### config.mk
export PLATFORM = sky130hd
export DESIGN_NAME = sfc_mix
export DESIGN_NICKNAME = d
export VERILOG_FILES = /design/src/hw/rtl/sfc_pkg.sv /design/src/hw/rtl/sfc_mix.sv
export SDC_FILE = /design/constraint.sdc
export NUM_CORES = 1
export LEC_CHECK = 0
export ABC_AREA = 1
export BUFFER_PORTS_ARGS = -buffer_cell sky130_fd_sc_hd__buf_4
export CAP_MARGIN = 15
export CORE_AREA = 3 3 199 201
export DETAILED_ROUTE_END_ITERATION = 16
export DIE_AREA = 0 0 202 204
export GPL_TIMING_DRIVEN = 1
export PLACE_DENSITY = 0.82
export SETUP_SLACK_MARGIN = 0.02
export SLEW_MARGIN = 20
export SYNTH_ARGS = -nofsm -noshare
export SYNTH_HDL_FRONTEND = slang
export SYNTH_SLANG_ARGS = --single-unit
### constraint.sdc
create_clock -name clock -period 16.1 [get_ports clock]
set_clock_uncertainty 0.15 [all_clocks]
set_input_delay 2.415 -clock clock [delete_from_list [all_inputs] [get_ports clock]]
set_output_delay 2.415 -clock clock [all_outputs]
set_load 0.01 [all_outputs]
### src/hw/rtl/sfc_pkg.sv
// ----------------------------------------------------------------------------
// sfc_pkg: shared definitions for the spectral freeze crossfade
// Widths, ramp constants, register indexes and the types that pass between
// the frame control, the frozen store and the mixer.
// ----------------------------------------------------------------------------
package sfc_pkg;

   localparam int NUM_BINS    = 1024;
   localparam int MAG_WIDTH   = 16;
   localparam int IDX_WIDTH   = 10;
   localparam int ADDR_WIDTH  = $clog2(NUM_BINS);
   localparam int RAMP_WIDTH  = 17;
   localparam int RATE_WIDTH  = 18;
   localparam int STEP_WIDTH  = 17;
   localparam int PROD_WIDTH  = MAG_WIDTH + RAMP_WIDTH;
   localparam int TDATA_WIDTH = ((MAG_WIDTH + IDX_WIDTH + 7) / 8) * 8;

   // Ramp is unsigned Q1.16; RAMP_ONE is 1.0 (fully live).
   localparam logic [RAMP_WIDTH-1:0] RAMP_ONE      = 17'h10000;
   localparam logic [RAMP_WIDTH-1:0] LIVE_THRESH   = 17'd65471;
   localparam logic [RAMP_WIDTH-1:0] FROZEN_THRESH = 17'd65;

   localparam logic [STEP_WIDTH-1:0] ONSET_RESET   = 17'd1311;
   localparam logic [STEP_WIDTH-1:0] RELEASE_RESET = 17'd656;

   localparam int CSR_IDX_WIDTH = 1;
   localparam logic [CSR_IDX_WIDTH-1:0] CSR_ONSET   = 1'd0;
   localparam logic [CSR_IDX_WIDTH-1:0] CSR_RELEASE = 1'd1;

   typedef enum logic [1:0] {
      MODE_LIVE,
      MODE_FROZEN,
      MODE_MIX
   } mode_type;

   typedef struct packed {
      logic                  capture;
      logic [RAMP_WIDTH-1:0] ramp;
      mode_type              mode;
   } frame_ctrl_type;

endpackage

### src/hw/rtl/sfc_mix.sv
// ----------------------------------------------------------------------------
// sfc_mix: crossfade multiply stage
// Registers the two weighted products frozen*(1-r) and live*r, then sums
// them and picks live, frozen or the truncated mix.
// ----------------------------------------------------------------------------
module sfc_mix (
   input  logic                            clock,
   input  logic                            load,
   input  logic [sfc_pkg::MAG_WIDTH-1:0]   live,
   input  logic [sfc_pkg::MAG_WIDTH-1:0]   frozen,
   input  logic [sfc_pkg::RAMP_WIDTH-1:0]  ramp,
   input  sfc_pkg::mode_type               mode,
   input  logic [sfc_pkg::IDX_WIDTH-1:0]   idx,
   output logic [sfc_pkg::MAG_WIDTH-1:0]   mag,
   output logic [sfc_pkg::IDX_WIDTH-1:0]   mag_idx
);

   logic [sfc_pkg::PROD_WIDTH-1:0] prod_frozen_ff;
   logic [sfc_pkg::PROD_WIDTH-1:0] prod_live_ff;
   logic [sfc_pkg::MAG_WIDTH-1:0]  live_ff;
   logic [sfc_pkg::MAG_WIDTH-1:0]  frozen_ff;
   sfc_pkg::mode_type              mode_ff;
   logic [sfc_pkg::IDX_WIDTH-1:0]  idx_ff;

   logic [sfc_pkg::RAMP_WIDTH-1:0] ramp_inv;
   logic [sfc_pkg::PROD_WIDTH:0]   mix_sum;

   assign ramp_inv = sfc_pkg::RAMP_ONE - ramp;

   always_ff @(posedge clock) begin
      if (load) begin
         prod_frozen_ff <= sfc_pkg::PROD_WIDTH'(frozen) * sfc_pkg::PROD_WIDTH'(ramp_inv);
         prod_live_ff   <= sfc_pkg::PROD_WIDTH'(live) * sfc_pkg::PROD_WIDTH'(ramp);
         live_ff        <= live;
         frozen_ff      <= frozen;
         mode_ff        <= mode;
         idx_ff         <= idx;
      end
   end

   assign mix_sum = {1'b0, prod_frozen_ff} + {1'b0, prod_live_ff};

   always_comb begin
      unique case (mode_ff)
         sfc_pkg::MODE_LIVE:   mag = live_ff;
         sfc_pkg::MODE_FROZEN: mag = frozen_ff;
         sfc_pkg::MODE_MIX:    mag = mix_sum[16 +: sfc_pkg::MAG_WIDTH];
         default:              mag = live_ff;
      endcase
   end

   assign mag_idx = idx_ff;

endmodule

==> flow_summary.yaml <==
run_status:
  outcome: "finished clean"
yosys:
  synth_fa_ha_area_frac: 0.457
  synth_cells: 3186
  synth.mux.area_fraction: 0
  synth_ff_type: "edfxtp_1"
  ys_seq_elements: 108
  ys_seq_area_frac: 0.132
  synth_compound_area_frac: 0.0418
  async_reset_ff_frac: 0
  synth_warnings: 0
  yosysMostFrequentCell: "inv_1"
  syn_area_um2: 24600
  synth_xor_area_frac: 0.0217
  synth_cell_types: 43
  synth.area.top_cells: "fa_1 (34%), edfxtp_1 (13%), inv_1 (13%)"
  synth_nets: 3898
  yosys.area_share.simple: 0.202
  synth_top_cell_by_area: "fa_1"
  synth_top_family_by_area: "adder cells"
  syn_area_per_cell_um2: 7.72
  synth_top_area_frac: 0.337
  synth_edf_count: 108
  synth_common_cells: "inv_1 (833), nand2_1 (825), fa_1 (414)"
clocking:
  root_buffer: "clkbuf_16"
  clock-sinks: 108
  clk_pin_slew_ns: 0.07
  cts_tree: "built"
  hold_buffers: 0
  cts_buffers: 9
  clock_path_buffers: 2
  cts_setup_buffers: 0
  ctsResizeCount: 0
  htree_levels: 3
final_layout:
  final_core_util: 0.682
  num_antenna_cells: 0
  stdcell_count: 3693
  drive_above_1_share: 0.0374
  nets: 3889
  area_growth_pct: 4.79
hold_path:
  hold_start: "mode[0]"
  holdPathEnd: "mode_ff[0]$_DFFE_PP_"
  hold_depth: 1
  hold_path_class: "in -> reg"
routing:
  wl_per_cell_um: 18.9
  drt_wl_total_um: 69900
  viasPerCell: 5.61
  vias: 20733
  ant_nets: 0
  firstDrtPassIters: 8
  post-route-drc-count: 0
  drt_iter0_drc: 1797
flow_run:
  max_cap_viol_count: 0
global_routing:
  antenna_found_initial: 0
  grt_max_degree: 78
  grt.total_usage: 0.348
  grt_pass1_wl_um: 112000
  grt.overflow.total: 0
  grt_pass1_vias: 21500
placed_design:
  gp_congestion: 0.944
  dp_hpwl_um: 57300
  dp.cells: 3677
  port-buffer-count: 88
floorplanning:
  start_util: 0.651
  rows: 71
  core_um2: 37800
  dieArea_um2: 41200
  ios: 89
  die_y_um: 204
  die_w_um: 202
timing:
  worst_pin_slew_ns: 0.979
  max_freq_mhz: 107
  setup_viol: 0
  holdWs_ns: 2.09
  period_minus_slack_ns: 9.39
  maxSlewHeadroom: 0.347
  rsz0062_at_grt: "no"
  slew_viol_final: 0
  timing.final.crit_share: 0.583
  hold_violations: 0
  tns_ns: 0
worst_setup_path:
  cp.required_ns: 16.06
  critPathMaxFanout: 34
  cp-end-kind: "flip-flop"
  arrival_ns: 9.35
  crit_top_cell: "nand2_1"
  slowest_stage: "clkinv_1"
  max_stage_delay_ns: 0.56
  start_kind: "primary input"
  path_delay_family: "adder cells"
  crit_type: "in -> reg"
  crit_buf_inv: 7
final cells by class:
class | count | area, um2
Clock buffer | 13 | 240
Clock inverter | 3 | 68.8
Fill cell | 3140 | 12000
Inverter | 837 | 3140
Multi-Input combinational cell | 2132 | 17800
Sequential cell | 108 | 3240
Tap cell | 511 | 639
Timing Repair Buffer | 89 | 668
routing by layer:
metal | vias to the layer above | wire, um | track usage
met3 | 224 | 7940 | 0.0674
met4 | 0 | 3300 | 0.137
met2 | 1187 | 31600 | 0.561
met1 | 9957 | 27000 | 0.470
met5 | - | 0 | 0
li1 | 9365 | - | -
kinds of logic (layout without fill, tap and decap cells):
logic type / Yosys count / after routing
DFF: 108 / 108
buffers and inverters: 946 / 942
adders and majority gates: 649 / 649
xor gates and xnor gates: 61 / 61
AOI/OAI and AO/OA: 186 / 186
and+or+nand+nor: 1236 / 1236
stage by stage:
step	instance area (um2)	setup WS, ns
3_3_place_gp	25400	6.30
6_report	25800	6.71
5_1_grt	25800	6.43
2_1_floorplan	24600	7.41
4_1_cts	25800	6.48
3_5_place_dp	25400	6.11
state kept, by name (all words and copies together), names as in the netlist:
register,cells
frozen_ff,16
live_ff,16
mag_idx,10
mode_ff,2
prod_frozen_ff,32
prod_live_ff,32
worst max path at each step:
stage / start / to / slack (ns) / depth (start not counted)
floorplan: ramp[0] / prod_frozen_ff[21]$_DFFE_PP_ / 7.41 / 31
global route: ramp[0] / prod_frozen_ff[30]$_DFFE_PP_ / 6.43 / 29
detailed placement: ramp[0] / prod_frozen_ff[26]$_DFFE_PP_ / 6.11 / 29
finish: ramp[0] / prod_frozen_ff[30]$_DFFE_PP_ / 6.71 / 29
CTS: ramp[0] / prod_frozen_ff[26]$_DFFE_PP_ / 6.48 / 29
global placement: ramp[0] / prod_frozen_ff[26]$_DFFE_PP_ / 6.30 / 29
cells in the final DEF (no fill, tap or decap), drive strengths merged:
master / count
a21boi: 3
a21o: 9
a21oi: 115
a31o: 1
a31oi: 4
and2: 5
and3: 4
buf: 89
bufinv: 2
clkbuf: 13
clkinv: 2
edfxtp: 108
fa: 414
ha: 235
inv: 836
nand2: 828
nand2b: 1
nand3: 123
nand3b: 1
nand4: 19
nor2: 225
nor3: 23
nor3b: 1
nor4: 2
o211ai: 4
o21a: 2
o21ai: 35
o21bai: 11
o31a: 1
o31ai: 1
or2: 4
xnor2: 18
xor2: 43
Power is not shown: default switching activity piles up to over one toggle a cycle in this logic, so the estimate is an artifact.
