File: src/hw/rtl/sfc_pkg.sv
// ----------------------------------------------------------------------------
// sfc_pkg: shared definitions for the spectral freeze crossfade
// Widths, ramp constants, register indexes and the types that pass between
// the frame control, the frozen store and the mixer.
// ----------------------------------------------------------------------------
package sfc_pkg;

   localparam int NUM_BINS    = 1024;
   localparam int MAG_WIDTH   = 16;
   localparam int IDX_WIDTH   = 10;
   localparam int ADDR_WIDTH  = $clog2(NUM_BINS);
   localparam int RAMP_WIDTH  = 17;
   localparam int RATE_WIDTH  = 18;
   localparam int STEP_WIDTH  = 17;
   localparam int PROD_WIDTH  = MAG_WIDTH + RAMP_WIDTH;
   localparam int TDATA_WIDTH = ((MAG_WIDTH + IDX_WIDTH + 7) / 8) * 8;

   // Ramp is unsigned Q1.16; RAMP_ONE is 1.0 (fully live).
   localparam logic [RAMP_WIDTH-1:0] RAMP_ONE      = 17'h10000;
   localparam logic [RAMP_WIDTH-1:0] LIVE_THRESH   = 17'd65471;
   localparam logic [RAMP_WIDTH-1:0] FROZEN_THRESH = 17'd65;

   localparam logic [STEP_WIDTH-1:0] ONSET_RESET   = 17'd1311;
   localparam logic [STEP_WIDTH-1:0] RELEASE_RESET = 17'd656;

   localparam int CSR_IDX_WIDTH = 1;
   localparam logic [CSR_IDX_WIDTH-1:0] CSR_ONSET   = 1'd0;
   localparam logic [CSR_IDX_WIDTH-1:0] CSR_RELEASE = 1'd1;

   typedef enum logic [1:0] {
      MODE_LIVE,
      MODE_FROZEN,
      MODE_MIX
   } mode_type;

   typedef struct packed {
      logic                  capture;
      logic [RAMP_WIDTH-1:0] ramp;
      mode_type              mode;
   } frame_ctrl_type;

endpackage

File: src/hw/rtl/sfc_ctrl.sv
// ----------------------------------------------------------------------------
// sfc_ctrl: frame control for the spectral freeze crossfade
// Holds the step registers (csr written), the button history, the capture
// flag and the crossfade ramp, which it updates at each bin zero. Reports
// the ramp and output mode that apply to the transaction being processed.
// ----------------------------------------------------------------------------
module sfc_ctrl (
   input  logic                               clock,
   input  logic                               reset,
   input  logic                               csr_we,
   input  logic [sfc_pkg::CSR_IDX_WIDTH-1:0]  csr_index,
   input  logic [sfc_pkg::STEP_WIDTH-1:0]     csr_wdata,
   input  logic                               fire,
   input  logic                               frame_start,
   input  logic                               button,
   output sfc_pkg::frame_ctrl_type            ctrl
);

   logic [sfc_pkg::STEP_WIDTH-1:0] onset_ff;
   logic [sfc_pkg::STEP_WIDTH-1:0] release_ff;
   logic                           button_last_ff;
   logic                           capture_ff;
   logic [sfc_pkg::RAMP_WIDTH-1:0] ramp_ff;
   logic signed [sfc_pkg::RATE_WIDTH-1:0] rate_ff;

   logic                           rise;
   logic                           fall;
   logic [sfc_pkg::STEP_WIDTH-1:0] onset_clamped;
   logic [sfc_pkg::STEP_WIDTH-1:0] release_clamped;
   logic signed [sfc_pkg::RATE_WIDTH-1:0] rate_sel;
   logic [sfc_pkg::RAMP_WIDTH-1:0] ramp_sel;
   logic signed [sfc_pkg::RATE_WIDTH:0]   ramp_sum;
   logic [sfc_pkg::RAMP_WIDTH-1:0] ramp_in;
   logic signed [sfc_pkg::RATE_WIDTH-1:0] rate_in;
   logic [sfc_pkg::RAMP_WIDTH-1:0] ramp_now;
   sfc_pkg::mode_type              mode_now;

   assign rise = button & ~button_last_ff;
   assign fall = ~button & button_last_ff;

   // Steps above 1.0 behave as 1.0.
   assign onset_clamped   = (onset_ff > sfc_pkg::RAMP_ONE) ? sfc_pkg::RAMP_ONE : onset_ff;
   assign release_clamped = (release_ff > sfc_pkg::RAMP_ONE) ? sfc_pkg::RAMP_ONE : release_ff;

   always_comb begin
      priority if (rise) begin
         rate_sel = -$signed({1'b0, onset_clamped});
         ramp_sel = sfc_pkg::RAMP_ONE;
      end else if (fall) begin
         rate_sel = $signed({1'b0, release_clamped});
         ramp_sel = ramp_ff;
      end else begin
         rate_sel = rate_ff;
         ramp_sel = ramp_ff;
      end
      ramp_sum = $signed({2'b00, ramp_sel}) + $signed({rate_sel[sfc_pkg::RATE_WIDTH-1], rate_sel});
      ramp_in  = ramp_sel;
      rate_in  = rate_sel;
      if (rate_sel != '0) begin
         priority if (ramp_sum <= 0) begin
            ramp_in = '0;
            rate_in = '0;
         end else if (ramp_sum >= $signed({2'b00, sfc_pkg::RAMP_ONE})) begin
            ramp_in = sfc_pkg::RAMP_ONE;
            rate_in = '0;
         end else begin
            ramp_in = ramp_sum[sfc_pkg::RAMP_WIDTH-1:0];
         end
      end
   end

   always_ff @(posedge clock) begin
      if (reset) begin
         onset_ff       <= sfc_pkg::ONSET_RESET;
         release_ff     <= sfc_pkg::RELEASE_RESET;
         button_last_ff <= 1'b0;
         capture_ff     <= 1'b0;
         ramp_ff        <= sfc_pkg::RAMP_ONE;
         rate_ff        <= '0;
      end else begin
         if (csr_we) begin
            unique case (csr_index)
               sfc_pkg::CSR_ONSET:   onset_ff   <= csr_wdata;
               sfc_pkg::CSR_RELEASE: release_ff <= csr_wdata;
               default: ;
            endcase
         end
         if (fire && frame_start) begin
            button_last_ff <= button;
            capture_ff     <= rise;
            ramp_ff        <= ramp_in;
            rate_ff        <= rate_in;
         end
      end
   end

   assign ramp_now     = frame_start ? ramp_in : ramp_ff;
   assign ctrl.capture = frame_start ? rise : capture_ff;
   assign ctrl.ramp    = ramp_now;
   assign ctrl.mode    = mode_now;

   always_comb begin
      priority if (ramp_now >= sfc_pkg::LIVE_THRESH) begin
         mode_now = sfc_pkg::MODE_LIVE;
      end else if (ramp_now <= sfc_pkg::FROZEN_THRESH) begin
         mode_now = sfc_pkg::MODE_FROZEN;
      end else begin
         mode_now = sfc_pkg::MODE_MIX;
      end
   end

endmodule

File: config.mk
export PLATFORM = sky130hd
export DESIGN_NAME = sfc_ctrl
export DESIGN_NICKNAME = d
export VERILOG_FILES = /design/src/hw/rtl/sfc_pkg.sv /design/src/hw/rtl/sfc_ctrl.sv
export SDC_FILE = /design/constraint.sdc
export NUM_CORES = 1
export LEC_CHECK = 0
export ABC_AREA = 0
export BUFFER_PORTS_ARGS = -buffer_cell sky130_fd_sc_hd__buf_2
export CORE_MARGIN = 2
export CORE_UTILIZATION = 55
export CTS_CLUSTER_DIAMETER = 30
export CTS_CLUSTER_SIZE = 30
export DETAILED_ROUTE_END_ITERATION = 6
export PLACE_DENSITY = 0.74
export REMOVE_ABC_BUFFERS = 1
export SYNTH_ARGS = -nofsm -noshare
export SYNTH_HDL_FRONTEND = slang
export SYNTH_SLANG_ARGS = --single-unit
File: constraint.sdc
create_clock -name clock -period 6.65 [get_ports clock]
set_input_delay 0.3325 -clock clock [delete_from_list [all_inputs] [get_ports clock]]
set_output_delay 0.3325 -clock clock [all_outputs]
set_load 0.05 [all_outputs]
==> flow_summary_export.csv, run 1 <==
group,metric,value,unit
die,die_area,10300,sq um
synth,ys_async_sr_fraction,0,%
synth,synth_top_area_share,27.3,%
setup_path,start_kind,"flop",
synth,synth_warnings,0,
cells_and_area,design_area,5910,sq um
setup_path,cp_slowest_cell,"or4_1",
cells_and_area,fin_cells,867,
cts,clockRootBuffer,"clkbuf_8",
min_path,min_path_cells,2,
synth,yosys.area.top_type,"dfxtp_1",
run,cap_violations,0,
timing,worstMarginPinSlew,1.21,ns
power,swShare,34.3,%
setup_path,r2r-start,"onset_ff[16]",
timing,setup_tns,0,ns
timing,finalHoldViolCount,0,
power,p_seq_share,38.1,%
synth,synth_commonest_cells,"108 x nand2_1, 71 x dfxtp_1, 68 x nor2_1",
global_route,grt_pass1_wl,26400,microns
timing,period_share,96.2,%
die,initial_core_util,56.4,%
cells_and_area,drive_gt1_share,15.4,%
global_route,grt_antenna_before_repair,0,
synth,synth.most_common_cell,"nand2_1",
cts,cts_htree_levels,3,
setup_path,crit_chain,"buf_4, o21bai_2, and4_1, o31a_1, a221oi_2, nand2_1, ha_1, or4_1, o21ba_2, a211oi_4, o211ai_1, and4b_1, or3_4, or4_1, o31a_1, buf_4, o2111ai_1, nand2_2, nor4_4, a311oi_1, buf_4",
setup_path,worst_ep_arrival_time,6.07,ns
placed_design,place.gp.congestion,0.979,
setup_path,critPathMostFrequentCell,"buf_4",
cells_and_area,finish.net_count,770,
min_path,hold_end,"onset_ff[4]",
detailed_routing,ant_nets,0,
global_route,grt_usage,32.6,%
cts,clock_latency,0.36,ns
detailed_routing,avgViaCountPerCell,6.52,
power,power.internal,0.804,mW
detailed_routing,dr_total_vias,5652,
synth,synth_area_per_cell,7.43,sq um
setup_path,required,6.32,ns
die,ios,44,
setup_path,path_delay_family,"simple AND/OR/NAND/NOR gates",
timing,fin_skew,0.0181,ns
setup_path,r2r_end,"ramp_ff[13]",
placed_design,port_buffers,43,
die,chipWidth,101,microns
detailed_routing,detail_route.wl_per_cell,18.6,microns
cells_and_area,final_util,63.9,%
cts,cts_sinks,71,
cts,postCtsHoldBufs,0,
cts,cts_buffers,9,
setup_path,endpoint_kind,"primary output",
placed_design,postPlaceCellArea,5550,sq um
die,core_area,9240,sq um
setup_path,critPathKind,"flop to primary output",
cts,clk_pin_slew,0.09,ns
power,peakVddDrop,0.128,mV
synth,synth_flop_cell,"dfxtp_1",
detailed_routing,totalWireLength,16100,microns
power,combPwrFrac,26.0,%
min_path,hp-class,"input pin to flop",
global_route,grt-ovfl-total,0,
power,cellPowerDensity,207,nW/um^2
setup_path,regToRegSetupSlack,0.98,ns
placed_design,dp_hpwl,11900,microns
synth,synth_cell_type_count,79,
cts,cts_tree,"done",
power,switchingPower,0.420,mW
synth,syn_area,5220,sq um
die,die_y,101,microns
placed_design,dp_cells,849,
timing,final-max-slew-violation-count,0,
cells_and_area,antenna_cells,0,
setup_path,ff2ff_path_depth,18,
synth,synthCells,702,
outcome,status,"finished clean",
setup_path,cp.buffers_inverters,3,
timing,min_period,6.40,ns
min_path,min-delay-start,"csr_wdata[4]",
global_route,grt_max_degree,72,
synth,ys_seq_elements,71,
power,clockPowerShare,35.9,%
setup_path,slowest_delay,0.57,ns
cells_and_area,area_growth,13.2,%
synth,ys_top_cells_by_area,"dfxtp_1 27%, nand2_1 7.8%, a21oi_1 5.0%",
power,p_leak,2.35,nW
setup_path,cp_max_fo,18,
synth,seq_area_frac_synth,27.3,%
global_route,grt_pass1_vias,5146,
detailed_routing,remaining_drc_errors,0,
die,num_rows,35,
timing,relSlewSlack,18.5,%
detailed_routing,drtIter0Drc,666,
detailed_routing,dr.pass1.iters,6,
timing,setup_viol_count_final,0,
cts,cts.path.max_buffers,2,
timing,fmax,156,MHz
timing,whs,0.187,ns
synth,synth_edf_count,0,
kinds of logic after synthesis:
| group | after synthesis | share of synthesized area [%] |
|---|---|---|
| simple gates | 326 | 32.7 |
| mux | 6 | 1.22 |
| fa+ha+maj | 13 | 3.26 |
| compound gates | 208 | 28.1 |
| flops | 71 | 27.3 |
| buf+inv | 60 | 4.44 |
| xor+xnor | 18 | 3.02 |
final cells by class:
| cell class | count | area [sq um] |
|---|---|---|
| multi-input cells | 571 | 3650 |
| fillers | 831 | 3330 |
| flip-flops and latches | 71 | 1430 |
| repair buffers | 60 | 348 |
| well taps | 129 | 161 |
| clock buffers | 10 | 128 |
| clock inverters | 6 | 116 |
| inverters | 20 | 75.1 |
metrics by stage:
stage          power (mW)  setup WS (ns)
5_1_grt              1.27        -0.0161
4_1_cts              1.21         0.0519
3_3_place_gp        0.772          0.479
6_report             1.22          0.251
2_1_floorplan       0.679         -0.762
3_5_place_dp        0.775          0.344
state kept, by name, indices dropped and copies added, names as in the netlist:
signal          count
rate_ff            18
onset_ff           17
capture_ff          1
ramp_ff            17
release_ff         17
button_last_ff      1
power groups by stage:
stage	Clock (mW)	Sequential [mW]	Combinational, mW
5_1_grt	0.458	0.469	0.346
3_3_place_gp	0	0.473	0.299
4_1_cts	0.439	0.464	0.303
2_1_floorplan	0	0.467	0.212
3_5_place_dp	0	0.474	0.301
6_report	0.439	0.467	0.318
placed cells by master, fill, tap and decap left out, types with 7 or more instances in the layout:
| cell type | Yosys | final |
|---|---|---|
| and3_1 | 9 | 9 |
| inv_1 | 20 | 19 |
| nand2_1 | 108 | 108 |
| clkbuf_8 | 0 | 9 |
| nor4_1 | 9 | 8 |
| xnor2_1 | 12 | 12 |
| buf_2 | 5 | 41 |
| a22oi_1 | 33 | 33 |
| buf_4 | 0 | 18 |
| or3_1 | 7 | 7 |
| ha_1 | 12 | 12 |
| nor2_1 | 68 | 67 |
| nor3_1 | 11 | 11 |
| o21ai_0 | 20 | 19 |
| a21oi_1 | 52 | 50 |
| nand3b_1 | 11 | 11 |
| a211oi_1 | 9 | 8 |
| a22o_1 | 14 | 14 |
| nor2b_1 | 10 | 10 |
| nand4_1 | 7 | 7 |
| o211ai_1 | 10 | 10 |
| o31a_1 | 7 | 7 |
| dfxtp_1 | 71 | 66 |
| and2_1 | 22 | 22 |
| nand3_1 | 16 | 16 |
worst reg2reg max path, cell delays in order, from the launching register on:
cell and delay, ns:
dfxtp_1 0.33, buf_4 0.20, o21bai_2 0.27, and4_1 0.23
o31a_1 0.30, a221oi_2 0.29, nand2_1 0.12, ha_1 0.26
or4_1 0.47, o21ba_2 0.25, a211oi_4 0.31, o211ai_1 0.17
and4b_1 0.21, or3_4 0.40, or4_1 0.57, o31a_1 0.36
and2_0 0.44, a22oi_1 0.31, nor2_1 0.06
what timing repair did:
item,4_1_cts,5_1_grt
pin swaps,0,4
buffers inserted,0,2
endpoints found under the hold margin,0,0
setup endpoints to repair,2,3
resized for setup,1,24
layer usage:
layer	wire [microns]	share of wire, %	GRT usage [%]
met5	0	0	0
met4	299	1.9	9.46
met3	1420	8.8	7.11
met2	7240	45	49.7
met1	7150	44	46.5
worst max path at each step:
| stage | startpoint | end | slack, ns | depth (start not counted) |
|---|---|---|---|---|
| 2_1_floorplan | onset_ff[16] | ctrl[1] | -0.76 | 20 |
| 3_3_place_gp | onset_ff[10] | ctrl[0] | 0.48 | 20 |
| 3_5_place_dp | onset_ff[10] | ctrl[0] | 0.34 | 20 |
| 4_1_cts | release_ff[1] | ctrl[0] | 0.05 | 21 |
| 5_1_grt | onset_ff[16] | ctrl[1] | -0.02 | 21 |
| 6_report | onset_ff[16] | ctrl[1] | 0.25 | 21 |
Power figures use the tool's default switching activity.
==> run 2: changes to the inputs <==
--- a/config.mk
+++ b/config.mk
@@ -5,7 +5,7 @@
 export SDC_FILE = /design/constraint.sdc
 export NUM_CORES = 1
 export LEC_CHECK = 0
-export ABC_AREA = 0
+export ABC_AREA = 1
 export BUFFER_PORTS_ARGS = -buffer_cell sky130_fd_sc_hd__buf_2
 export CORE_MARGIN = 2
 export CORE_UTILIZATION = 55
==> flow_summary_export.csv, run 2 <==
group,metric,value,unit
die,die_y,103,microns
synth,seq_area_frac_synth,26.2,%
synth,synth_cell_type_count,47,
placed_design,postPlaceCellArea,5640,sq um
timing,final-max-slew-violation-count,0,
die,initial_core_util,55.9,%
synth,ys_async_sr_fraction,0,%
synth,synth_flop_cell,"dfxtp_1",
timing,worstMarginPinSlew,1.00,ns
cells_and_area,area_growth,9.58,%
synth,synth_area_per_cell,5.95,sq um
cts,cts_sinks,71,
timing,relSlewSlack,33.0,%
die,num_rows,36,
timing,fmax,164,MHz
detailed_routing,avgViaCountPerCell,5.68,
global_route,grt_usage,30.4,%
min_path,hp-class,"input pin to flop",
synth,synth_top_area_share,26.2,%
cells_and_area,antenna_cells,0,
cells_and_area,largest_reg_flops,18,
setup_path,start_kind,"flop",
setup_path,critPathKind,"flop to primary output",
die,chipWidth,103,microns
global_route,grt_pass1_wl,25600,microns
detailed_routing,totalWireLength,15600,microns
cells_and_area,multi_input_area,3320,sq um
cts,clock_latency,0.36,ns
power,clockPowerShare,30.6,%
power,cellPowerDensity,202,nW/um^2
outcome,status,"finished clean",
timing,period_share,91.7,%
detailed_routing,drtIter0Drc,624,
setup_path,critPathMostFrequentCell,"nand2_1",
cells_and_area,top_register,"rate_ff",
synth,synth_warnings,0,
cts,postCtsHoldBufs,0,
power,power.internal,0.733,mW
cts,clk_pin_slew,0.09,ns
synth,ys_seq_elements,71,
cells_and_area,fillers,981,
timing,min_period,6.10,ns
synth,synth_edf_count,0,
power,swShare,38.7,%
detailed_routing,remaining_drc_errors,0,
global_route,grt_max_degree,41,
timing,setup_viol_count_final,0,
cells_and_area,finish.net_count,976,
die,die_area,10700,sq um
synth,syn_area,5420,sq um
run,cap_violations,0,
placed_design,place.gp.congestion,0.938,
detailed_routing,detail_route.wl_per_cell,14.5,microns
global_route,grt_antenna_before_repair,0,
cts,cts_tree,"done",
detailed_routing,dr.pass1.iters,6,
die,ios,44,
global_route,grt-ovfl-total,0,
synth,synth_commonest_cells,"228 x nand2_1, 128 x inv_1, 110 x nand3_1",
global_route,grt_pass1_vias,5465,
cells_and_area,drive_gt1_share,11.4,%
power,combPwrFrac,30.2,%
power,peakVddDrop,0.137,mV
cells_and_area,design_area,5940,sq um
cts,cts.path.max_buffers,2,
timing,fin_skew,0.0104,ns
setup_path,cp.buffers_inverters,7,
detailed_routing,dr_total_vias,6114,
cells_and_area,final_cell_mix,"228 x nand2_1, 127 x inv_1, 110 x nand3_1",
power,switchingPower,0.463,mW
cts,clockRootBuffer,"clkbuf_8",
cts,cts_htree_levels,3,
synth,synth.most_common_cell,"nand2_1",
synth,ys_top_cells_by_area,"dfxtp_1 26%, nand2_1 16%, nand3_1 10%",
cts,cts_buffers,9,
setup_path,worst_ep_arrival_time,5.77,ns
setup_path,slowest_delay,0.51,ns
power,p_leak,3.06,nW
setup_path,cp_slowest_cell,"dfxtp_1",
detailed_routing,ant_nets,0,
die,core_area,9680,sq um
timing,setup_tns,0,ns
setup_path,regToRegSetupSlack,1.64,ns
setup_path,path_delay_family,"simple AND/OR/NAND/NOR gates",
setup_path,required,6.32,ns
power,p_seq_share,39.2,%
synth,yosys.area.top_type,"dfxtp_1",
placed_design,dp_hpwl,11500,microns
timing,finalHoldViolCount,0,
power,p_total,1.20,mW
synth,synthCells,910,
placed_design,port_buffers,43,
setup_path,cp_max_fo,17,
setup_path,endpoint_kind,"primary output",
cells_and_area,ff_latch_area,1420,sq um
cells_and_area,final_common_cell,"nand2_1",
==> run 2: cell count changes after synthesis, sizes merged, moves of 11 or more <==
| cell | before | now |
|---|---|---|
| o21ai | 23 | 48 |
| nand2 | 109 | 236 |
| nor2 | 68 | 114 |
| nand3 | 16 | 114 |
| inv | 20 | 131 |
| nor4 | 14 | 3 |
| and2 | 24 | 1 |
| a22oi | 33 | 0 |
| nand4 | 7 | 26 |
| a22o | 14 | 0 |
==> run 2: power by group through the flow <==
stage | clock network, mW | logic [mW] | registers (mW)
after global routing | 0.384 | 0.403 | 0.472
after global placement | 0 | 0.336 | 0.477
after CTS | 0.368 | 0.346 | 0.468
final | 0.366 | 0.361 | 0.470
after floorplan | 0 | 0.259 | 0.471
after detailed placement | 0 | 0.345 | 0.478
==> run 2: repair_timing <==
item / 4_1_cts / 5_1_grt
endpoints found under the hold margin: 0 / 0
setup buffers: 0 / 9
resized for setup: 0 / 6
endpoints found under the setup margin: 0 / 2
==> run 2: through the flow <==
stage / hold WS [ns] / instances / utilization [%] / setup slack (ns)
floorplan: 0.402 / 871 / - / -0.209
global placement: 0.455 / 1051 / 58.2 / 0.945
detailed placement: 0.457 / 1051 / 58.2 / 0.602
CTS: 0.183 / 1067 / 60.3 / 0.386
global route: 0.194 / 1077 / 61.3 / -0.00423
finish: 0.187 / 1077 / 61.3 / 0.550
==> run 2: tightest hold or removal path: cells and delay by family <==
kind                   cells  cell delay, ns
AND/OR/NAND/NOR            2            0.10
buffers and inverters      1            0.09
==> run 2: worst paths after layout <==
| path | from | end | cells after the start |
|---|---|---|---|
| hold reg to reg | rate_ff[2] | rate_ff[2] | 2 |
| hold / removal | csr_wdata[7] | release_ff[7] | 3 |
| setup / recovery | onset_ff[8] | ctrl[1] | 43 |
| setup reg to reg | onset_ff[8] | rate_ff[6] | 37 |
==> run 2: kinds of logic (layout without fill, tap and decap cells) <==
group	Yosys count	after routing	synth area share (%)
AO/OA/AOI/OAI	140	140	15.4
XOR/XNOR	7	7	1.13
adder cells (fa/ha/maj)	13	13	3.14
buffers and inverters	171	204	12.7
flip-flops	71	71	26.2
AND/OR/NAND/NOR	508	509	41.4
==> run 2: layout make-up <==
type | instances | area share (%)
multi-input combinational | 669 | 56.0
sequential | 71 | 24.0
inverter | 132 | 8.45
timing repair buffer | 56 | 5.52
tap | 133 | 2.80
clock buffer | 10 | 2.15
clock inverter | 6 | 1.16
==> run 2: layer usage <==
metal  GRT usage [%]  wire length [microns]
met5               0                      0
met4            10.3                    392
met3            3.43                   1190
met2            49.3                   7160
met1            42.0                   6840
==> run 3: changes to the inputs <==
--- a/config.mk
+++ b/config.mk
@@ -13,7 +13,6 @@
 export CTS_CLUSTER_SIZE = 30
 export DETAILED_ROUTE_END_ITERATION = 6
 export PLACE_DENSITY = 0.74
-export REMOVE_ABC_BUFFERS = 1
 export SYNTH_ARGS = -nofsm -noshare
 export SYNTH_HDL_FRONTEND = slang
 export SYNTH_SLANG_ARGS = --single-unit
==> flow_summary_export.csv, run 3 (synthesized netlist as in run 2, its figures left out) <==
group,metric,value,unit
setup_path,required,6.32,ns
setup_path,critPathMostFrequentCell,"nand2_1",
die,ios,44,
timing,relSlewSlack,36.5,%
global_route,grt_usage,31.1,%
die,initial_core_util,55.9,%
setup_path,cp_max_fo,16,
placed_design,place.gp.congestion,0.935,
die,die_y,103,microns
global_route,grt-ovfl-total,0,
cells_and_area,antenna_cells,0,
placed_design,postPlaceCellArea,5660,sq um
power,peakVddDrop,0.141,mV
die,num_rows,36,
power,cellPowerDensity,206,nW/um^2
setup_path,start_kind,"flop",
setup_path,cp_slowest_cell,"dfxtp_1",
synth,syn_nets,947,
timing,whs,0.200,ns
cells_and_area,drive_gt1_share,11.2,%
cts,clk_pin_slew,0.08,ns
power,p_leak,3.06,nW
global_route,grt_max_degree,49,
setup_path,worst_ep_arrival_time,5.64,ns
timing,final-max-slew-violation-count,0,
detailed_routing,drtIter0Drc,550,
setup_path,cp.buffers_inverters,8,
timing,setup_tns,0,ns
setup_path,r2r_end,"rate_ff[9]",
timing,fin_skew,0.0147,ns
timing,min_period,5.97,ns
timing,worstMarginPinSlew,0.950,ns
detailed_routing,detail_route.wl_per_cell,14.4,microns
cts,cts.path.max_buffers,2,
placed_design,pre_cts_slack,0.797,ns
setup_path,critPathKind,"flop to primary output",
cells_and_area,area_growth,9.68,%
detailed_routing,ant_nets,0,
min_path,min_path_cells,3,
cells_and_area,final_util,61.4,%
detailed_routing,avgViaCountPerCell,5.62,
cells_and_area,largest_reg_flops,18,
min_path,min-delay-start,"csr_wdata[0]",
cells_and_area,top_register,"rate_ff",
placed_design,port_buffers,43,
detailed_routing,dr.pass1.iters,5,
timing,rsz0062_at_grt,"no",
cells_and_area,finish.net_count,973,
cts,clock_latency,0.35,ns
detailed_routing,totalWireLength,15500,microns
global_route,grt_pass1_wl,26200,microns
cells_and_area,fin_cells,1073,
detailed_routing,remaining_drc_errors,0,
run,cap_violations,0,
cells_and_area,final_cell_mix,"228 x nand2_1, 127 x inv_1, 110 x nand3_1",
outcome,status,"finished clean",
detailed_routing,dr_total_vias,6033,
setup_path,slowest_delay,0.52,ns
setup_path,endpoint_kind,"primary output",
setup_path,cp.depth,42,
setup_path,regToRegSetupSlack,1.78,ns
setup_path,r2r-start,"onset_ff[4]",
cts,cts_tree,"done",
die,die_area,10700,sq um
cts,clockRootBuffer,"clkbuf_8",
min_path,hp-class,"input pin to flop",
timing,fin_ws,0.677,ns
power,p_total,1.22,mW
min_path,hold_end,"onset_ff[0]",
cells_and_area,final_common_cell,"nand2_1",
timing,period_share,89.8,%
cts,postCtsHoldBufs,0,
cts,cts_htree_levels,3,
placed_design,dp_hpwl,11600,microns
global_route,grt_antenna_before_repair,0,
die,core_area,9680,sq um
setup_path,path_delay_family,"simple AND/OR/NAND/NOR gates",
timing,setup_viol_count_final,0,
cts,cts_sinks,71,
cts,cts_buffers,9,
cells_and_area,design_area,5940,sq um
placed_design,dp_cells,1054,
timing,fmax,167,MHz
timing,finalHoldViolCount,0,
setup_path,ff2ff_path_depth,37,
global_route,grt_pass1_vias,5535,
die,chipWidth,103,microns
## run 3: worst max path at each step
stage | start | end
5_1_grt | onset_ff[4] | ctrl[0]
3_3_place_gp | button | ctrl[1]
6_report | onset_ff[4] | ctrl[0]
2_1_floorplan | onset_ff[7] | ctrl[1]
3_5_place_dp | button | ctrl[1]
4_1_cts | button_last_ff | ctrl[1]
## run 3: layout make-up
cell class              count  area [sq um]
clock inverters             6          93.8
repair buffers             54           310
multi-input cells         668          3320
inverters                 132           502
clock buffers               9           124
well taps                 133           166
fillers                   962          3740
flip-flops and latches     71          1420
## run 3: worst min-delay path, cell delays in order
cell,delay [ns]
buf_2,0.08
nand2_1,0.04
nand3_1,0.06
## run 3: power by group
group | total (mW) | switching [mW] | internal, mW
clock | 0.391 | 0.178 | 0.212
sequential | 0.468 | 0.0206 | 0.448
combinational | 0.364 | 0.255 | 0.110
## run 3: timing repair
item,in CTS,in global routing
setup buffers,0,4
gates resized for setup,0,5
setup endpoints to repair,0,2
## run 3: layer usage
| metal | global-route usage (%) | share of wire, % | up-vias |
|---|---|---|---|
| li1 | - | - | 3019 |
| met1 | 44.1 | 45 | 2768 |
| met2 | 49.0 | 46 | 221 |
| met3 | 4.23 | 7.5 | 25 |
| met4 | 10.3 | 1.8 | 0 |
| met5 | 0 | 0 | - |
